`config.mk`:
```
export PLATFORM = sky130hd
export DESIGN_NAME = sorted_timer_table
export DESIGN_NICKNAME = d
export VERILOG_FILES = /design/src/sv/stt_pkg.sv /design/src/sv/stt_ctrl.sv /design/src/sv/stt_datapath.sv /design/src/sv/sorted_timer_table.sv
export SDC_FILE = /design/constraint.sdc
export NUM_CORES = 1
export LEC_CHECK = 0
export CORE_ASPECT_RATIO = 0.8
export CORE_UTILIZATION = 25
export CTS_CLUSTER_DIAMETER = 80
export DETAILED_ROUTE_END_ITERATION = 6
export DONT_BUFFER_PORTS = 1
export PLACE_DENSITY = 0.48
export SKIP_LAST_GASP = 1
export SLEW_MARGIN = 20
export SYNTH_ARGS = -nofsm -noshare
export SYNTH_HDL_FRONTEND = slang
export SYNTH_SLANG_ARGS = --single-unit
export TNS_END_PERCENT = 50
```
`constraint.sdc`:
```
create_clock -name aclk -period 10.2 [get_ports aclk]
set_input_delay 2.55 -clock aclk [delete_from_list [all_inputs] [get_ports aclk]]
set_output_delay 2.55 -clock aclk [all_outputs]
set_load 0.01 [all_outputs]
```
`src/sv/stt_pkg.sv`:
```
`timescale 1ns / 1ps
// ----------------------------------------------------------------------------
// Sorted timer table package
// Shared codes, state type and the command and status groups that pass
// between the controller and the datapath.
// ----------------------------------------------------------------------------
package stt_pkg;

    typedef enum logic [1:0] {
        ACT_INSERT = 2'd0,
        ACT_DELETE = 2'd1,
        ACT_TICK   = 2'd2
    } action_t;

    typedef enum logic [2:0] {
        ST_INSERTED  = 3'd0,
        ST_FULL      = 3'd1,
        ST_DELETED   = 3'd2,
        ST_NOT_FOUND = 3'd3,
        ST_EXPIRED   = 3'd4,
        ST_NONE      = 3'd5
    } status_t;

    typedef enum logic [1:0] {
        S_IDLE   = 2'd0,
        S_WALK   = 2'd1,
        S_FINISH = 2'd2
    } state_t;

    typedef struct packed {
        logic start;
        logic walk;
        logic finish;
    } stt_cmd_t;

    typedef struct packed {
        logic walk_done;
        logic out_free;
    } stt_stat_t;

endpackage

```
`src/sv/stt_ctrl.sv`:
```
`timescale 1ns / 1ps
// ----------------------------------------------------------------------------
// Sorted timer table controller
// Accepts one request word at a time, runs the table walk in the datapath and
// then hands the closing result to the output register.
// ----------------------------------------------------------------------------
module stt_ctrl (
    input  logic                aclk,
    input  logic                aresetn,
    input  logic                s_tvalid,
    output logic                s_tready,
    input  logic [1:0]          in_action,
    output stt_pkg::stt_cmd_t   cmd,
    input  stt_pkg::stt_stat_t  stat
);
    import stt_pkg::*;

    state_t state_reg;
    state_t state_next;
    logic   action_ok;

    assign action_ok = (action_t'(in_action) == ACT_INSERT) ||
                       (action_t'(in_action) == ACT_DELETE) ||
                       (action_t'(in_action) == ACT_TICK);

    always_ff @(posedge aclk) begin
        if (!aresetn) begin
            state_reg <= S_IDLE;
        end else begin
            state_reg <= state_next;
        end
    end

    always_comb begin
        state_next = state_reg;
        case (state_reg)
            S_IDLE: begin
                if (s_tvalid && action_ok) begin
                    state_next = S_WALK;
                end
            end
            S_WALK: begin
                if (stat.walk_done) begin
                    state_next = S_FINISH;
                end
            end
            S_FINISH: begin
                if (stat.out_free) begin
                    state_next = S_IDLE;
                end
            end
            default: begin
                state_next = S_IDLE;
            end
        endcase
    end

    always_comb begin
        s_tready   = 1'b0;
        cmd.start  = 1'b0;
        cmd.walk   = 1'b0;
        cmd.finish = 1'b0;
        case (state_reg)
            S_IDLE: begin
                s_tready  = 1'b1;
                cmd.start = s_tvalid && action_ok;
            end
            S_WALK: begin
                cmd.walk = 1'b1;
            end
            S_FINISH: begin
                cmd.finish = 1'b1;
            end
            default: begin
                s_tready = 1'b0;
            end
        endcase
    end

endmodule

```
`src/sv/stt_datapath.sv`:
```
`timescale 1ns / 1ps
// ----------------------------------------------------------------------------
// Sorted timer table datapath
// Holds the timer memory, walks it one entry per cycle unless a tick stalls:
// backward to open a slot on insert, forward to close the gap on delete/tick.
// ----------------------------------------------------------------------------
module stt_datapath #(
    parameter int DEPTH     = 16,
    parameter int ID_BITS   = 16,
    parameter int TIME_BITS = 16
) (
    input  logic                aclk,
    input  logic                aresetn,
    input  stt_pkg::stt_cmd_t   cmd,
    output stt_pkg::stt_stat_t  stat,
    input  logic [1:0]          in_action,
    input  logic [15:0]         in_id,
    input  logic [15:0]         in_dur,
    input  logic                out_ready,
    output logic                out_valid,
    output logic [2:0]          out_status,
    output logic [15:0]         out_id,
    output logic [4:0]          out_count,
    output logic                out_last
);
    import stt_pkg::*;

    localparam int IDX_W = $clog2(DEPTH);
    localparam int CNT_W = IDX_W + 1;
    localparam int EL_W  = TIME_BITS + 1;
    localparam logic [CNT_W-1:0] DEPTH_CNT = CNT_W'(DEPTH);

    logic [ID_BITS-1:0]   mem_id  [DEPTH];
    logic [TIME_BITS-1:0] mem_dur [DEPTH];
    logic [EL_W-1:0]      mem_el  [DEPTH];

    logic                 mem_we;
    logic [IDX_W-1:0]     mem_waddr;
    logic [ID_BITS-1:0]   mem_wid;
    logic [TIME_BITS-1:0] mem_wdur;
    logic [EL_W-1:0]      mem_wel;
    logic                 rd_en;
    logic [ID_BITS-1:0]   rd_id_q;
    logic [TIME_BITS-1:0] rd_dur_q;
    logic [EL_W-1:0]      rd_el_q;

    action_t              op_reg, op_next;
    logic [ID_BITS-1:0]   id_reg, id_next;
    logic [TIME_BITS-1:0] dur_reg, dur_next;
    logic                 full_reg, full_next;
    logic [CNT_W-1:0]     held_reg, held_next;
    logic [CNT_W-1:0]     iss_left_reg, iss_left_next;
    logic [IDX_W-1:0]     iss_addr_reg, iss_addr_next;
    logic                 rd_valid_reg, rd_valid_next;
    logic [IDX_W-1:0]     ev_idx_reg, ev_idx_next;
    logic                 found_reg, found_next;
    logic [IDX_W-1:0]     pos_reg, pos_next;
    logic [CNT_W-1:0]     keep_reg, keep_next;
    logic [CNT_W-1:0]     live_reg, live_next;
    logic                 pend_valid_reg, pend_valid_next;
    logic [ID_BITS-1:0]   pend_id_reg, pend_id_next;
    logic [CNT_W-1:0]     pend_cnt_reg, pend_cnt_next;
    logic                 m_valid_reg, m_valid_next;
    status_t              m_status_reg, m_status_next;
    logic [ID_BITS-1:0]   m_id_reg, m_id_next;
    logic [CNT_W-1:0]     m_cnt_reg, m_cnt_next;
    logic                 m_last_reg, m_last_next;

    logic [ID_BITS+15:0]   id_wide;
    logic [TIME_BITS+15:0] dur_wide;
    logic [ID_BITS-1:0]    id_in;
    logic [TIME_BITS-1:0]  dur_in;
    logic [ID_BITS+15:0]   oid_wide;
    logic [CNT_W+4:0]      ocnt_wide;

    logic                 out_free;
    logic [EL_W-1:0]      el_inc;
    logic                 expired;
    logic                 ins_placed;
    logic                 evaluating;
    logic                 stall;
    logic                 advance;
    logic                 eval_en;
    logic                 fin_fire;
    logic                 emit;
    status_t              e_status;
    logic [ID_BITS-1:0]   e_id;
    logic [CNT_W-1:0]     e_cnt;
    logic                 e_last;

    assign id_wide  = {{ID_BITS{1'b0}}, in_id};
    assign dur_wide = {{TIME_BITS{1'b0}}, in_dur};
    assign id_in    = id_wide[ID_BITS-1:0];
    assign dur_in   = dur_wide[TIME_BITS-1:0];

    assign out_free   = !m_valid_reg || out_ready;
    assign el_inc     = (&rd_el_q) ? rd_el_q : rd_el_q + 1'b1;
    assign expired    = el_inc > {1'b0, rd_dur_q};
    assign ins_placed = (op_reg == ACT_INSERT) && found_reg;
    assign evaluating = cmd.walk && rd_valid_reg && !ins_placed;
    assign stall      = evaluating && (op_reg == ACT_TICK) && expired &&
                        pend_valid_reg && !out_free;
    assign advance    = cmd.walk && !stall;
    assign eval_en    = evaluating && !stall;
    assign rd_en      = advance && (iss_left_reg != '0);
    assign fin_fire   = cmd.finish && out_free;

    assign stat.walk_done = ins_placed || ((iss_left_reg == '0) && !rd_valid_reg);
    assign stat.out_free  = out_free;

    always_ff @(posedge aclk) begin
        if (mem_we) begin
            mem_id[mem_waddr]  <= mem_wid;
            mem_dur[mem_waddr] <= mem_wdur;
            mem_el[mem_waddr]  <= mem_wel;
        end
        if (rd_en) begin
            rd_id_q  <= mem_id[iss_addr_reg];
            rd_dur_q <= mem_dur[iss_addr_reg];
            rd_el_q  <= mem_el[iss_addr_reg];
        end
    end

    always_comb begin
        op_next         = op_reg;
        id_next         = id_reg;
        dur_next        = dur_reg;
        full_next       = full_reg;
        held_next       = held_reg;
        iss_left_next   = iss_left_reg;
        iss_addr_next   = iss_addr_reg;
        rd_valid_next   = rd_valid_reg;
        ev_idx_next     = ev_idx_reg;
        found_next      = found_reg;
        pos_next        = pos_reg;
        keep_next       = keep_reg;
        live_next       = live_reg;
        pend_valid_next = pend_valid_reg;
        pend_id_next    = pend_id_reg;
        pend_cnt_next   = pend_cnt_reg;
        mem_we          = 1'b0;
        mem_waddr       = ev_idx_reg;
        mem_wid         = rd_id_q;
        mem_wdur        = rd_dur_q;
        mem_wel         = rd_el_q;
        emit            = 1'b0;
        e_status        = ST_NONE;
        e_id            = '0;
        e_cnt           = held_reg;
        e_last          = 1'b1;

        if (cmd.start) begin
            op_next         = action_t'(in_action);
            id_next         = id_in;
            dur_next        = dur_in;
            full_next       = (held_reg == DEPTH_CNT);
            rd_valid_next   = 1'b0;
            found_next      = 1'b0;
            pos_next        = '0;
            keep_next       = '0;
            live_next       = held_reg;
            pend_valid_next = 1'b0;
            if (action_t'(in_action) == ACT_INSERT) begin
                iss_left_next = (held_reg == DEPTH_CNT) ? '0 : held_reg;
                iss_addr_next = held_reg[IDX_W-1:0] - 1'b1;
            end else begin
                iss_left_next = held_reg;
                iss_addr_next = '0;
            end
        end

        if (advance) begin
            rd_valid_next = rd_en;
            if (rd_en) begin
                iss_left_next = iss_left_reg - 1'b1;
                ev_idx_next   = iss_addr_reg;
                if (op_reg == ACT_INSERT) begin
                    iss_addr_next = iss_addr_reg - 1'b1;
                end else begin
                    iss_addr_next = iss_addr_reg + 1'b1;
                end
            end
        end

        if (eval_en) begin
            case (op_reg)
                ACT_INSERT: begin
                    if (rd_dur_q >= dur_reg) begin
                        mem_we    = 1'b1;
                        mem_waddr = ev_idx_reg + 1'b1;
                    end else begin
                        found_next = 1'b1;
                        pos_next   = ev_idx_reg + 1'b1;
                    end
                end
                ACT_DELETE: begin
                    if (!found_reg && (rd_id_q == id_reg)) begin
                        found_next = 1'b1;
                    end else if (found_reg) begin
                        mem_we    = 1'b1;
                        mem_waddr = ev_idx_reg - 1'b1;
                    end
                end
                ACT_TICK: begin
                    if (expired) begin
                        live_next       = live_reg - 1'b1;
                        pend_valid_next = 1'b1;
                        pend_id_next    = rd_id_q;
                        pend_cnt_next   = live_reg - 1'b1;
                        if (pend_valid_reg) begin
                            emit     = 1'b1;
                            e_status = ST_EXPIRED;
                            e_id     = pend_id_reg;
                            e_cnt    = pend_cnt_reg;
                            e_last   = 1'b0;
                        end
                    end else begin
                        mem_we    = 1'b1;
                        mem_waddr = keep_reg[IDX_W-1:0];
                        mem_wel   = el_inc;
                        keep_next = keep_reg + 1'b1;
                    end
                end
                default: begin
                    mem_we = 1'b0;
                end
            endcase
        end

        if (fin_fire) begin
            emit = 1'b1;
            case (op_reg)
                ACT_INSERT: begin
                    if (full_reg) begin
                        e_status = ST_FULL;
                    end else begin
                        e_status  = ST_INSERTED;
                        e_id      = id_reg;
                        e_cnt     = held_reg + 1'b1;
                        held_next = held_reg + 1'b1;
                        mem_we    = 1'b1;
                        mem_waddr = pos_reg;
                        mem_wid   = id_reg;
                        mem_wdur  = dur_reg;
                        mem_wel   = '0;
                    end
                end
                ACT_DELETE: begin
                    if (found_reg) begin
                        e_status  = ST_DELETED;
                        e_id      = id_reg;
                        e_cnt     = held_reg - 1'b1;
                        held_next = held_reg - 1'b1;
                    end else begin
                        e_status = ST_NOT_FOUND;
                    end
                end
                ACT_TICK: begin
                    held_next = keep_reg;
                    if (pend_valid_reg) begin
                        e_status = ST_EXPIRED;
                        e_id     = pend_id_reg;
                        e_cnt    = pend_cnt_reg;
                    end else begin
                        e_status = ST_NONE;
                        e_cnt    = keep_reg;
                    end
                end
                default: begin
                    e_status = ST_NONE;
                end
            endcase
        end

        m_valid_next  = m_valid_reg;
        m_status_next = m_status_reg;
        m_id_next     = m_id_reg;
        m_cnt_next    = m_cnt_reg;
        m_last_next   = m_last_reg;
        if (emit) begin
            m_valid_next  = 1'b1;
            m_status_next = e_status;
            m_id_next     = e_id;
            m_cnt_next    = e_cnt;
            m_last_next   = e_last;
        end else if (out_ready) begin
            m_valid_next = 1'b0;
        end
    end

    always_ff @(posedge aclk) begin
        if (!aresetn) begin
            op_reg         <= ACT_TICK;
            held_reg       <= '0;
            iss_left_reg   <= '0;
            rd_valid_reg   <= 1'b0;
            found_reg      <= 1'b0;
            pend_valid_reg <= 1'b0;
            m_valid_reg    <= 1'b0;
        end else begin
            op_reg         <= op_next;
            held_reg       <= held_next;
            iss_left_reg   <= iss_left_next;
            rd_valid_reg   <= rd_valid_next;
            found_reg      <= found_next;
            pend_valid_reg <= pend_valid_next;
            m_valid_reg    <= m_valid_next;
        end
    end

    always_ff @(posedge aclk) begin
        id_reg       <= id_next;
        dur_reg      <= dur_next;
        full_reg     <= full_next;
        iss_addr_reg <= iss_addr_next;
        ev_idx_reg   <= ev_idx_next;
        pos_reg      <= pos_next;
        keep_reg     <= keep_next;
        live_reg     <= live_next;
        pend_id_reg  <= pend_id_next;
        pend_cnt_reg <= pend_cnt_next;
        m_status_reg <= m_status_next;
        m_id_reg     <= m_id_next;
        m_cnt_reg    <= m_cnt_next;
        m_last_reg   <= m_last_next;
    end

    assign oid_wide   = {16'b0, m_id_reg};
    assign ocnt_wide  = {5'b0, m_cnt_reg};
    assign out_valid  = m_valid_reg;
    assign out_status = m_status_reg;
    assign out_id     = oid_wide[15:0];
    assign out_count  = ocnt_wide[4:0];
    assign out_last   = m_last_reg;

    a_held_bound: assert property (@(posedge aclk) disable iff (!aresetn)
        held_reg <= DEPTH_CNT)
        else $error("timer count exceeds table depth");

    a_pend_tick: assert property (@(posedge aclk) disable iff (!aresetn)
        pend_valid_reg |-> op_reg == ACT_TICK)
        else $error("pending expiry outside a tick");

    a_write_range: assert property (@(posedge aclk) disable iff (!aresetn)
        mem_we |-> {1'b0, mem_waddr} <= held_reg)
        else $error("table write beyond the live region");

    a_stall_hold: assert property (@(posedge aclk) disable iff (!aresetn)
        stall |=> rd_valid_reg && $stable(ev_idx_reg))
        else $error("walk moved while the output was blocked");

endmodule

```
`src/sv/sorted_timer_table.sv`:
```
`timescale 1ns / 1ps
// ----------------------------------------------------------------------------
// Sorted timer table
// Timers held in ascending order of duration, with insert, delete by id and
// tick requests, each answered by one or more result words.
// ----------------------------------------------------------------------------
// Usage: a request word on the s_ channel carries the action in s_tuser and the
// timer id and duration in s_tdata. Every request answers with result words on
// the m_ channel; m_tlast marks the final word for that request. A tick gives
// one word for each expired timer in table order, or a single "none expired"
// word. Unused action code 3 is taken and ignored.
// One request is handled at a time. The walk reads one table entry per cycle
// from the timer memory unless an expiring tick stalls. s_tready rises again
// as soon as the closing word sits in the output register. If the receiver
// stalls, an expiring tick halts its walk until the output register frees,
// and no word is lost. After reset the table is empty and s_tready is high
// in the next cycle; no clearing pass is needed.
// ----------------------------------------------------------------------------
module sorted_timer_table #(
    parameter int TABLE_DEPTH = 16,
    parameter int ID_BITS     = 16,
    parameter int TIME_BITS   = 16
) (
    input  logic        aclk,
    input  logic        aresetn,
    input  logic        s_tvalid,
    output logic        s_tready,
    input  logic [31:0] s_tdata,   // timer_id[15:0], duration[31:16]
    input  logic [1:0]  s_tuser,   // action[1:0]
    output logic        m_tvalid,
    input  logic        m_tready,
    output logic [23:0] m_tdata,   // result_id[15:0], live_count[20:16], zero[23:21]
    output logic [2:0]  m_tuser,   // status[2:0]
    output logic        m_tlast
);
    import stt_pkg::*;

    stt_cmd_t    cmd;
    stt_stat_t   stat;
    logic [15:0] res_id;
    logic [4:0]  res_count;

    stt_ctrl u_ctrl (
        .aclk      (aclk),
        .aresetn   (aresetn),
        .s_tvalid  (s_tvalid),
        .s_tready  (s_tready),
        .in_action (s_tuser),
        .cmd       (cmd),
        .stat      (stat)
    );

    stt_datapath #(
        .DEPTH     (TABLE_DEPTH),
        .ID_BITS   (ID_BITS),
        .TIME_BITS (TIME_BITS)
    ) u_datapath (
        .aclk       (aclk),
        .aresetn    (aresetn),
        .cmd        (cmd),
        .stat       (stat),
        .in_action  (s_tuser),
        .in_id      (s_tdata[15:0]),
        .in_dur     (s_tdata[31:16]),
        .out_ready  (m_tready),
        .out_valid  (m_tvalid),
        .out_status (m_tuser),
        .out_id     (res_id),
        .out_count  (res_count),
        .out_last   (m_tlast)
    );

    assign m_tdata = {3'b000, res_count, res_id};

endmodule
```
# Word-level counts from Yosys, hierarchy flattened
# Memories as Yosys holds them, arrays and structs flattened. A register that Yosys moved wholly into a read port is not among the register bits.
# Index checks and enable logic that the tools add are counted.
[totals]
ff_bits = 119
ramBits = 784
input_bits = 38
output_inout_bits = 30
word_cells = 199
memories = 3
[memory_table]
columns = ["name", "depth", "width", "rd", "rd_clocked_by_memory_dff", "wr", "line", "rtl"]
rows = [
  ["u_datapath.mem_el", 16, 17, 1, 1, 1, "stt_datapath.sv:35", "logic [EL_W-1:0] mem_el [DEPTH];"],
  ["u_datapath.mem_dur", 16, 16, 1, 1, 1, "stt_datapath.sv:34", "logic [TIME_BITS-1:0] mem_dur [DEPTH];"],
  ["u_datapath.mem_id", 16, 16, 1, 1, 1, "stt_datapath.sv:33", "logic [ID_BITS-1:0] mem_id [DEPTH];"],
]
[classes]
n_addsub = 11
order_cmp = 2
n_eq_ne = 13
mux = 111
reduce_logical = 37
[ops]
columns = ["cell", "count"]
rows = [
  ["16-bit two-way mux", 14],
  ["17-bit two-way mux", 7],
  ["5-bit two-way mux", 23],
  ["4-bit two-way mux", 17],
  ["16-bit case mux with 3 select lines", 1],
  ["1-bit two-way mux", 35],
  ["5-bit case mux with 3 select lines", 2],
  ["17-bit by 1-bit adder with 17-bit output (second input constant)", 1],
  ["17-bit by 16-bit greater-than comparator with 1-bit output", 1],
  ["17-bit AND reduction", 1],
  ["16-bit == test", 1],
  ["16-bit >= comparator", 1],
  ["5-bit by 1-bit subtractor with 5-bit output (second input constant)", 3],
  ["1-bit logical AND", 14],
  ["3-bit two-way mux", 4],
  ["4-bit case mux with 3 select lines", 1],
  ["4-bit by 1-bit subtractor with 4-bit output (second input constant)", 3],
  ["5-bit by 1-bit adder with 5-bit output (second input constant)", 2],
  ["3-bit case mux with 3 select lines", 1],
  ["4-bit by 1-bit adder with 4-bit output (second input constant)", 2],
  ["2-bit by 1-bit == test with 1-bit output (second input constant)", 3],
  ["2-bit == test (second input constant)", 3],
  ["1-bit logical NOT", 6],
  ["2-bit logical NOT", 3],
  ["15 further kinds", 25],
]

# Depth between registers and ports, before layout
# Gate-level depths: netlist (run 1).
[logic_depth]
depth_word = 16
ltp_mapped = 20
depth_no_buf = 20

# Hierarchy
# Synthesis (run 1) repeated with hierarchy kept, for this count alone.
[unflattened]
cells_unflattened = 1949
hier_area_um2 = 38370.6
[modules_own_cells]
columns = ["mod", "instances", "cells_per_inst", "area_per_inst_um2", "seq_area_each_um2"]
rows = [
  ["stt_datapath", 1, 1933, 38230.4, 28187.0],
  ["stt_ctrl", 1, 12, 113.9, 40.0],
  ["sorted_timer_table", 1, 4, 26.3, 0.0],
]

# Worst setup path after synthesis (run 1)
# No wires, ideal clock.
[synth_path]
path_type = "register to register"
startpoint = "register u_datapath.rd_el_q[0] (read register of u_datapath.mem_el)"
endpoint = "memory u_datapath.mem_dur[12][0], enable pin"
setup_time_ns = 0.456
arrival_ns = 6.599
t_required_ns = 9.744
setup_slack_ns = 3.145
stages_incl_launch_ff = 20
path_buffers = 1
period_less_slack_ns = 7.055
cell_sequence = "edfxtp_1 -> ha_1 -> nand3_1 -> nor4_2 -> nand2_1 -> nor4b_1 -> nor2b_1 -> nand3_1 -> nor2_1 -> xor2_1 -> ha_1 -> nand4_2 -> nor4_2 -> or4b_1 -> buf_2 -> a41o_1 -> o31a_1 -> a221o_1 -> or3_4 -> nor2_1"
[synth_via]
elab_chain_len = 14
word_cells_on_any_way = 23
classes_between = "add/sub (1); order compare (1); mux (15); reduce/logical (6)"
[synth_rtl]
columns = ["element", "line", "rtl"]
rows = [
  ["start, declared", "stt_datapath.sv:45", "logic [EL_W-1:0] rd_el_q;"],
  ["17-bit by 1-bit adder with 17-bit output or 17-bit AND reduction (tied branches)", "stt_datapath.sv:97", "assign el_inc = (&rd_el_q) ? rd_el_q : rd_el_q + 1'b1;"],
  ["17-bit two-way mux *", "stt_datapath.sv:97", ""],
  ["17-bit by 16-bit greater-than comparator with 1-bit output *", "stt_datapath.sv:98", "assign expired = el_inc > {1'b0, rd_dur_q};"],
  ["1-bit logical AND (2 in a row)", "stt_datapath.sv:101", "assign stall = evaluating && (op_reg == ACT_TICK) && expired &&"],
  ["1-bit logical AND", "stt_datapath.sv:102", "pend_valid_reg && !out_free;"],
  ["1-bit logical NOT", "stt_datapath.sv:104", "assign eval_en = evaluating && !stall;"],
  ["1-bit logical AND", "stt_datapath.sv:104", ""],
  ["1-bit two-way mux", "stt_datapath.sv:185", "if (eval_en) begin"],
  ["1-bit two-way mux", "stt_datapath.sv:234", "if (full_reg) begin"],
  ["1-bit two-way mux", "stt_datapath.sv:232", "case (op_reg)"],
  ["1-bit two-way mux", "stt_datapath.sv:230", "if (fin_fire) begin"],
  ["1-bit two-way mux", "stt_datapath.sv:112", "if (mem_we) begin"],
  ["1-bit two-way mux (not written as such)", "stt_datapath.sv:114", "mem_dur[mem_waddr] <= mem_wdur;"],
  ["end, declared", "stt_datapath.sv:34", ""],
]
# Every way passes the cells marked *; elsewhere a longest branch is shown, timed or not.

# Worst setup path in the final report (run 1)
[layout_path]
startpoint = "register u_datapath.rd_el_q[0] (read register of u_datapath.mem_el)"
endpoint = "memory u_datapath.mem_id[0][3], enable pin"
[layout_via]
elab_chain_len = 14
word_cells_on_any_way = 23
classes_between = "add/sub (1); order compare (1); mux (15); reduce/logical (6)"
[layout_rtl]
columns = ["element", "line", "rtl"]
rows = [
  ["17-bit by 1-bit adder with 17-bit output or 17-bit AND reduction (tied branches)", "stt_datapath.sv:97", ""],
  ["17-bit two-way mux *", "stt_datapath.sv:97", ""],
  ["17-bit by 16-bit greater-than comparator with 1-bit output *", "stt_datapath.sv:98", ""],
  ["1-bit logical AND (2 in a row)", "stt_datapath.sv:101", ""],
  ["1-bit logical AND", "stt_datapath.sv:102", ""],
  ["1-bit logical NOT", "stt_datapath.sv:104", ""],
  ["1-bit logical AND", "stt_datapath.sv:104", ""],
  ["1-bit two-way mux", "stt_datapath.sv:185", ""],
  ["1-bit two-way mux", "stt_datapath.sv:234", ""],
  ["1-bit two-way mux", "stt_datapath.sv:232", ""],
  ["1-bit two-way mux", "stt_datapath.sv:230", ""],
  ["1-bit two-way mux", "stt_datapath.sv:112", ""],
  ["1-bit two-way mux (not written as such)", "stt_datapath.sv:113", "mem_id[mem_waddr] <= mem_wid;"],
  ["end, declared", "stt_datapath.sv:33", ""],
]
# Marked as above.

==> results.md, run 1 <==
- Reg2Reg Depth: 19
- Die Height: 352 um
- Fin nets: about 2.1k
- Clock Latency Late Sink: 0.70 ns
- Vias in the first global route: ~19k
- Final min period: 7.18 ns
- Hold_buf cts: 0
- Worst r2r src: u_datapath.rd_el_q[0]
- Initial antenna violation count: 0
- Antenna Violating Nets Remaining: 0
- Number of I/O pins: just under 70
- WL per Instance: 22.9 um
- Internal Dissipation: 6.88 mW
- Gp weighted congestion: about 0.84
- Arr. time, crit path: 7.50 ns
- Status: complete, no violations
- DP HPWL: between 50,000 and 60,000 um
- Area Overhead vs Synth: 16.0%
- Switching Power: 1.93 mW
- Worst ir drop on vdd: 0.134 mV
- Placement Setup Slack: 3.09 ns
- Vias per inst: ~4.6
- CP Capture Type: flip-flop
- Biggest regs: u_datapath.mem_el (272), u_datapath.mem_dur (256), u_datapath.mem_id (256)
- Drt pass-1 iters: 7
- Crit-path slowest cell: nor2_4
- Synth Warn #: 0
- Setup_tns: 0 ns
- Setup ws final: 3.02 ns
- Global-route wire length before repair: 137,000 um
- FF+latch count, synth: 952
- IO buf count: 0
- Leakage: around 14 nW
- Combinational power share: 7.8%
- Hold Crit Start: u_datapath.pos_reg[2]
- Post-CTS sizing: 0
- Setup Buffers After CTS: 0
- Max reg flops: ~270
- Worst path required time: about 11 ns
- GRT Util Overall: 12.1%
- CTS tree: built
- Sequential share of power: 49.2%
- CP peak stage delay: about 0.80 ns
- Design Area, Final: between 0.04 and 0.05 mm2
- Core footprint: 0.151 mm2
- Clock skew: 0.0394 ns
- Slew @ Worst Pin: 1.13 ns
- Clock tree buffer depth: 3
- EDFF count, synth: a little over 900
- Remaining DRCs: 0
- WHS Path Cells: 2
- Worst slew margin: roughly 24%
- Starting Density: 25.4%
- Clock share of power: 43.1%
- Clock transition at the registers of the reported paths: about 0.060 ns
- Power Density: 199 mW/mm2
- DR iter-0 viols: 1,830
- Seq/Total Area, Yosys: between 70% and 80%
- Top post-synthesis cells by area: edfxtp_1 (72%), mux4_2 (14%), dfxtp_1 (1.9%)
- RSZ-0062 raised after global routing: false
- Top-count cell post-synth: edfxtp_1
- H-tree Lvls: 3
- WS Path Type: reg -> reg
- Std cell rows: 127
- GR Overflow Total: 0
- Fin crit share: 70.4%
- Die area: 0.155 mm2
- Syn_area_per_cell: slightly below 20 um2
- Area of the mapped netlist: ~0.038 mm2
- CTS sink count: 952
- Max Slew Vio Count: 0
- CP startpoint: u_datapath.rd_el_q[0]
- Async set-reset flop share out of synthesis: 0%
- Via Count: 18.7k
- TritonCTS Buffers: 104
- Post-synth top area share: 71.9%
- Crit path cell chain: ha_1, nand3_1, nor4_2, nand2_1, nor4b_1, nor2b_1, nand3_1, nor2_1, xor2_1, ha_1, nand4_2, nor4_2, or4b_1, a41o_1, o31a_1, a221o_1, or3_4, nor2_4, buf_4
- Fin. Hold Viols: 0
- Biggest register: u_datapath.mem_el
- Critical-path maximum fanout: 26
- Top post-synthesis cells by count: edfxtp_1 (916), mux4_2 (245), nand2_1 (131)
- Max Cap Viol: 0
- Routed WL: 93,800 um
- N_diodes: 0
- Unique masters post-synth: 70
- Synth Instances: about 2k
- # setup viols final: 0
- CTS Root Cell: clkbuf_16
- Placed Area: 0.0409 mm2
- Ys flop type: edfxtp_1
- Startpoint types: flip-flop
- Biggest area consumer among synthesized cells: edfxtp_1
- Min-Delay Path Class: reg -> reg
- Peak Freq: 0.139 GHz
- DIE WIDTH: 439 um
- Fill count: 14.6k
- Maximum number of pins on one net before global-route repair: 103
- Layout cells sized above 1: between 20% and 30%
- Sw Share: 21.9%
==> worst paths after layout <==
path | to | slack, ns
worst max-delay path | u_datapath.mem_id[0][3] | 3.02
worst min-delay path | u_datapath.pos_reg[2] | 0.48
worst max register to register | u_datapath.mem_id[0][3] | 3.02
worst min register to register | u_datapath.pos_reg[2] | 0.48
==> through the flow <==
step           power (mW)  utilization, %  cells  hold WS (ns)
2_1_floorplan        4.91               -   1959         0.406
3_3_place_gp         5.12            27.1   3907         0.460
3_5_place_dp         5.11            27.1   3907         0.461
4_1_cts              8.93            29.4   4097         0.478
5_1_grt              9.10            29.4   4097         0.508
6_report             8.81            29.4   4097         0.485
==> critical path, delay by kind of cell (launching register included) <==
kind / cells / cell delay (ns)
AND/OR/NAND/NOR: 12 / 4.00
XOR/XNOR: 1 / 0.11
adder cells (fa/ha/maj): 2 / 0.63
flip-flops: 1 / 0.48
AO/OA/AOI/OAI: 3 / 0.94
buffers and inverters: 1 / 0.56
==> power groups by stage <==
stage | registers [mW] | clock network [mW] | logic, mW
finish | 4.33 | 3.79 | 0.685
global route | 4.33 | 4.03 | 0.741
CTS | 4.33 | 3.89 | 0.706
detailed placement | 4.41 | 0 | 0.703
global placement | 4.41 | 0 | 0.703
floorplan | 4.37 | 0 | 0.548
==> kinds of logic (layout without fill, tap and decap cells) <==
family                   count (synthesis)  after routing  synth area share, %
XOR/XNOR                                60             60                 1.37
AO/OA/AOI/OAI                          180            180                 3.09
adder cells (fa/ha/maj)                 49             49                 1.62
flip-flops                             952            952                 73.8
AND/OR/NAND/NOR                        307            307                 3.72
other                                    1              3              0.00981
buffers and inverters                  147            286                 1.49
multiplexers                           261            261                 14.9
==> cell type report <==
type                       instances  area, um2  share of cell area [%]
clock buffer                     132       2750                    6.20
clock inverter                    58        699                    1.58
multi-input combinational        860       9620                    21.7
sequential                       952      28200                    63.7
timing repair buffer              45        354                   0.798
tap                             1999       2500                    5.64
inverter                          51        193                   0.434
==> placed cells by master (no fill, tap or decap), types with 18 or more instances in the layout <==
cell type	Yosys	layout
ha_1	48	48
buf_4	3	43
xor2_1	42	42
mux4_2	245	245
nand2_1	131	131
edfxtp_1	916	916
clkbuf_16	0	106
clkbuf_1	57	26
nor2_1	69	51
o21ai_0	54	49
clkinv_1	1	19
dfxtp_1	36	32
nand3_1	30	30
a21oi_1	32	30
xnor2_1	18	18
inv_1	49	48
==> routing by layer <==
layer	global-route usage [%]	part of all wire, %	up-vias
li1	-	-	8071
met1	16.8	45	10012
met2	19.4	48	525
met3	2.47	5.3	123
met4	2.93	1.9	0
met5	0	0	-
Note: power is estimated with default switching activity, not from simulation.
==> run 2: changes to the inputs <==
Settings changed: PLACE_DENSITY 0.48 to 0.5.
Clock period 10.2 ns to 6.5 ns, I/O delays scaled along.
==> results.md, run 2 (synthesized netlist as in run 1, its figures left out) <==
- Fill count: 14.5k (-0.62%)
- Fin crit share: 95.7% (+25 points)
- CTS Root Cell: clkbuf_16
- Clock skew: 0.0339 ns (-0.00547 ns)
- Max Cap Viol: 0 (unchanged)
- Met3 wire len: 4350 um (-12%)
- Die area: 0.155 mm2 (unchanged)
- IO buf count: 0 (unchanged)
- Remaining DRCs: 0 (unchanged)
- R2R Setup Slk: 0.28 ns (-2.74 ns)
- Met2 Routed Length: 44,900 um (+0.45%)
- DR top layer: met4
- Max Slew Vio Count: 0 (unchanged)
- Clock tree buffer depth: 3 (unchanged)
- CTS tree: built
- Power Density: 305 mW/mm2 (+54%)
- Std cell rows: 127 (unchanged)
- Most frequent cells in the layout: edfxtp_1 (916), mux4_2 (245), nand2_1 (131)
- Routed WL: 94,900 um (+1.3%)
- Hold Crit Start: u_datapath.pos_reg[2]
- Arr. time, crit path: 6.54 ns (-0.96 ns)
- Fin nets: 2,125 (+1.1%)
- WL per Instance: 23.0 um (+0.71%)
- Worst ir drop on vdd: 0.194 mV (+45%)
- Fin. Hold Viols: 0 (unchanged)
- Peak Freq: 0.161 GHz (+15%)
- Clock Latency Late Sink: 0.68 ns (-0.02 ns)
- Worst slew margin: 24.8% (+0.66 points)
- N_diodes: 0 (unchanged)
- Status: complete, no violations
- CP peak stage delay: 0.62 ns (-0.18 ns)
- Global-route wire length before repair: 139,000 um (+1.5%)
- Initial antenna violation count: 0 (unchanged)
- Clock transition at the registers of the reported paths: 0.06 ns (about the same)
- Worst path required time: 6.82 ns (-3.70 ns)
- Antenna Violating Nets Remaining: 0 (unchanged)
- DP HPWL: 54,900 um (+2.5%)
- Gp weighted congestion: 0.836 (-0.35%)
- Leakage: 13.8 nW (+1.3%)
- GRT Util Overall: 12.2% (+0.10 points)
- M1 WL: 44,100 um (+4.2%)
- Commonest non-fill, non-tap cell in the layout: edfxtp_1
- Via Count: 19.0k (+1.7%)
- Die Height: 352 um (unchanged)
- Biggest register: u_datapath.mem_el
- Hold_buf cts: 0 (unchanged)
- Final hold slack: 0.475 ns (-0.00931 ns)
- Setup ws final: 0.277 ns (-2.74 ns)
- Startpoint types: flip-flop
- Vias per inst: 4.62 (+1.1%)
- # setup viols final: 0 (unchanged)
- Min-Delay Path Class: reg -> reg
- Placement Setup Slack: 0.129 ns (-2.96 ns)
- CTS sink count: 952 (unchanged)
- Final min period: 6.22 ns (-0.955 ns)
- Drt pass-1 iters: 5 (-2)
- Crit path cell chain: ha_1, nand3_1, nor4_2, nand2_1, nand4_1, or3_1, nor2_1, nand3_1, xnor2_1, ha_1, nand4_2, nor4_2, or4b_1, a41o_1, o31a_1, a221o_1, or3_4, nor2_4, buf_4
- Biggest regs: u_datapath.mem_el (272), u_datapath.mem_dur (256), u_datapath.mem_id (256)
- WS Path Type: reg -> reg
- Starting Density: 25.4% (unchanged)
- Number of I/O pins: 68 (unchanged)
- Layout cells sized above 1: 24.3% (+1.0 points)
- Area Overhead vs Synth: 17.1%
- CP Capture Type: flip-flop
- CP startpoint: u_datapath.rd_el_q[0]
- Critical-path maximum fanout: 21 (-19%)
- DIE WIDTH: 439 um (unchanged)
- GR Overflow Total: 0 (unchanged)
- CP top delay family: simple AND/OR/NAND/NOR gates
- DR iter-0 viols: 1,774 (-3.1%)
- H-tree Lvls: 3 (unchanged)
- Worst r2r src: u_datapath.rd_el_q[0]
- Max reg flops: 272 (unchanged)
- Crit-path slowest cell: or4b_1
- Vias in the first global route: 19.6k (+0.87%)
- Core footprint: 0.151 mm2 (unchanged)
- TritonCTS Buffers: 101 (-2.9%)
- CP bufs+invs: 1 (unchanged)
- Slew @ Worst Pin: 1.13 ns (-0.00565 ns)
- Maximum number of pins on one net before global-route repair: 76 (-26%)
==> run 2: power by group <==
group	switching, mW	internal (mW)	leakage [nW]
Sequential	0.0973	6.71	8.56
Clock	2.40	3.37	1.61
Combinational	0.504	0.569	3.58
==> run 2: metrics by stage <==
step | power [mW] | cells | util, % | area, um2 | TNS, ns
5_1_grt | 14.1 | 4120 | 29.7 | 44800 | -0.0293
3_3_place_gp | 8.04 | 3927 | 27.4 | 41300 | 0
6_report | 13.7 | 4120 | 29.7 | 44800 | 0
4_1_cts | 13.8 | 4113 | 29.6 | 44600 | 0
2_1_floorplan | 7.71 | 1959 | - | 38200 | -159.23
3_5_place_dp | 8.04 | 3927 | 27.4 | 41300 | 0
==> run 2: timing repair <==
action / in CTS / in global routing
gates resized for setup: 0 / 5
endpoints found under the setup margin: 0 / 406
buffers inserted: 0 / 7
==> run 2: worst register-to-register path: cells and delay by family, from the launching register on <==
family                     cells  cell delay [ns]
AOI/OAI and AO/OA              3             0.88
xor gates and xnor gates       1             0.16
adders and majority gates      2             0.62
buffers and inverters          1             0.40
DFF                            1             0.47
and+or+nand+nor               12             3.32
==> run 2: worst paths after layout <==
kind | end | cells past startpoint
hold / removal | u_datapath.pos_reg[2] | 2
hold reg to reg | u_datapath.pos_reg[2] | 2
setup / recovery | u_datapath.mem_dur[12][1] | 19
setup reg to reg | u_datapath.mem_dur[12][1] | 19
==> run 2: layout make-up <==
type	instances	area, um2	share of cell area [%]
sequential	952	28200	63.1
tap	1999	2500	5.59
clock inverter	52	584	1.31
inverter	51	194	0.433
multi-input combinational	860	9620	21.5
timing repair buffer	72	873	1.95
clock buffer	134	2740	6.13
==> run 2: metal layers <==
layer | up-vias | track usage [%]
met5 | - | 0
met4 | 0 | 2.61
met3 | 130 | 2.09
met2 | 511 | 19.6
met1 | 10281 | 17.3
li1 | 8124 | -
==> run 3: changes to the inputs <==
Settings changed: CTS_BUF_LIST from default to sky130_fd_sc_hd__clkbuf_8.
==> results.md, run 3 (synthesized netlist as in run 1, its figures left out) <==
- Startpoint types: flip-flop
- Final Core Density: 29.6% (-0.13 points)
- Drt pass-1 iters: 6 (+1)
- Worst slew margin: 23.7% (-1.1 points)
- Fin crit share: 96.4% (+0.64 points)
- Placement Setup Slack: 0.129 ns (unchanged)
- IO buf count: 0 (unchanged)
- TritonCTS Buffers: 159 (+57%)
- # setup viols final: 0 (unchanged)
- Biggest register: u_datapath.mem_el
- DIE WIDTH: 439 um (unchanged)
- Fin. Hold Viols: 0 (unchanged)
- Total power: 13.1 mW (-3.9%)
- Fin nets: 2,184 (+2.8%)
- Global-route wire length before repair: 140,000 um (+1.0%)
- H-tree Lvls: 4 (+1)
- Clock Latency Late Sink: 0.85 ns (+0.17 ns)
- Die Height: 352 um (unchanged)
- GR Overflow Total: 0 (unchanged)
- WS Path Type: reg -> reg
- Gp weighted congestion: 0.836 (unchanged)
- Worst ir drop on vdd: 0.178 mV (-8.3%)
- Peak Freq: 0.160 GHz (-0.66%)
- Slew @ Worst Pin: 1.14 ns (+0.0159 ns)
- Power Density: 294 mW/mm2 (-3.5%)
- DR iter-0 viols: 1,873 (+5.6%)
- CTS Root Cell: clkbuf_8
- Starting Density: 25.4% (unchanged)
- CP Capture Type: flip-flop
- Std cell rows: 127 (unchanged)
- Number of I/O pins: 68 (unchanged)
- Status: complete, no violations
- Max reg flops: 272 (unchanged)
- Crit path cell chain: ha_1, nand3_1, nor4_2, nand2_1, nand4_1, or3_1, nor2_1, nand3_1, xnor2_1, ha_1, nand4_2, nor4_2, or4b_1, a41o_1, o31a_1, a221o_1, or3_4, nor2_4, clkbuf_16
- Die area: 0.155 mm2 (unchanged)
- Layout cells sized above 1: 25.8% (+1.5 points)
- Area Overhead vs Synth: 16.6%
- CTS tree: built
- Arr. time, crit path: 6.74 ns (+0.20 ns)
- Setup ws final: 0.236 ns (-0.0416 ns)
- Max Slew Vio Count: 0 (unchanged)
- WL per Instance: 22.7 um (-1.6%)
- Critical-path maximum fanout: 49 (+130%)
- Leakage: 13.9 nW (+1.1%)
- Commonest non-fill, non-tap cell in the layout: edfxtp_1
- Min-Delay Path Class: reg -> reg
- Via Count: 19.4k (+1.7%)
- Clock skew: 0.0468 ns (+0.0129 ns)
- Max Cap Viol: 0 (unchanged)
- DP HPWL: 54,900 um (unchanged)
- RSZ-0062 raised after global routing: true
- Clock transition at the registers of the reported paths: 0.06 ns (about the same)
- Remaining DRCs: 0 (unchanged)
- CTS sink count: 952 (unchanged)
- Initial antenna violation count: 2 (+2)
- Antenna Violating Nets Remaining: 0 (unchanged)
- Vias per inst: 4.58 (-0.87%)
- CP peak stage delay: 0.62 ns (about the same)
- Most frequent cells in the layout: edfxtp_1 (916), mux4_2 (245), clkbuf_8 (161)
- Core footprint: 0.151 mm2 (unchanged)
- Crit-path slowest cell: or4b_1
- Worst path required time: 6.98 ns (+0.16 ns)
- Routed WL: 95,800 um (+0.90%)
- Clock tree buffer depth: 3 (unchanged)
- Biggest regs: u_datapath.mem_el (272), u_datapath.mem_dur (256), u_datapath.mem_id (256)
- Maximum number of pins on one net before global-route repair: 76 (unchanged)
- GRT Util Overall: 12.4% (+0.17 points)
- Final min period: 6.26 ns (+0.0416 ns)
- Vias in the first global route: 20.2k (+3.1%)
run 3: cell type report:
type / instances / area [um2]
fill: 14589 / 106000
antenna: 1 / 2.50
inverter: 51 / 194
clock inverter: 128 / 900
timing repair buffer: 73 / 882
multi-input combinational: 860 / 9630
sequential: 952 / 28200
clock buffer: 161 / 2220
tap: 1999 / 2500
run 3: path summary, 6_finish.rpt:
| path | cells past startpoint | slack (ns) | startpoint | endpoint |
|---|---|---|---|---|
| hold / removal | 2 | 0.48 | u_datapath.pos_reg[2] | u_datapath.pos_reg[2] |
| setup / recovery | 19 | 0.24 | u_datapath.rd_el_q[0] | u_datapath.mem_id[4][10] |
| hold reg to reg | 2 | 0.48 | u_datapath.pos_reg[2] | u_datapath.pos_reg[2] |
| setup reg to reg | 19 | 0.24 | u_datapath.rd_el_q[0] | u_datapath.mem_id[4][10] |
run 3: repair_timing:
item,in CTS,in global routing
hold buffers,0,0
setup buffers,0,8
setup endpoints to repair,0,380
gates resized for setup,0,8
run 3: report_power, final:
| group | total, mW | switching (mW) | internal [mW] | leakage (nW) |
|---|---|---|---|---|
| clock | 5.23 | 2.48 | 2.75 | 1.75 |
| sequential | 6.81 | 0.0980 | 6.71 | 8.56 |
| combinational | 1.07 | 0.505 | 0.569 | 3.59 |
run 3: routing by layer:
layer | up-vias | part of all wire, % | GRT usage, %
met1 | 10365 | 46 | 17.2
met4 | 0 | 1.7 | 3.46
met5 | - | 0 | 0
li1 | 8262 | - | -
met3 | 128 | 5.2 | 2.53
met2 | 606 | 47 | 19.6
run 3: critical path, delay by kind of cell (launching register included):
family          cells  cell delay (ns)
compound gates      3             0.88
xor+xnor            1             0.17
fa+ha+maj           2             0.62
buf+inv             1             0.40
flops               1             0.47
simple gates       12             3.31
run 3: metrics by stage:
step / std cells / hold slack, ns / setup TNS (ns) / cell area (um2)
2_1_floorplan: 1959 / 0.406 / -159.23 / 38200
3_3_place_gp: 3927 / 0.459 / 0 / 41300
3_5_place_dp: 3927 / 0.456 / 0 / 41300
4_1_cts: 4216 / 0.467 / 0 / 44400
5_1_grt: 4225 / 0.486 / -0.255 / 44600
6_report: 4225 / 0.476 / 0 / 44600
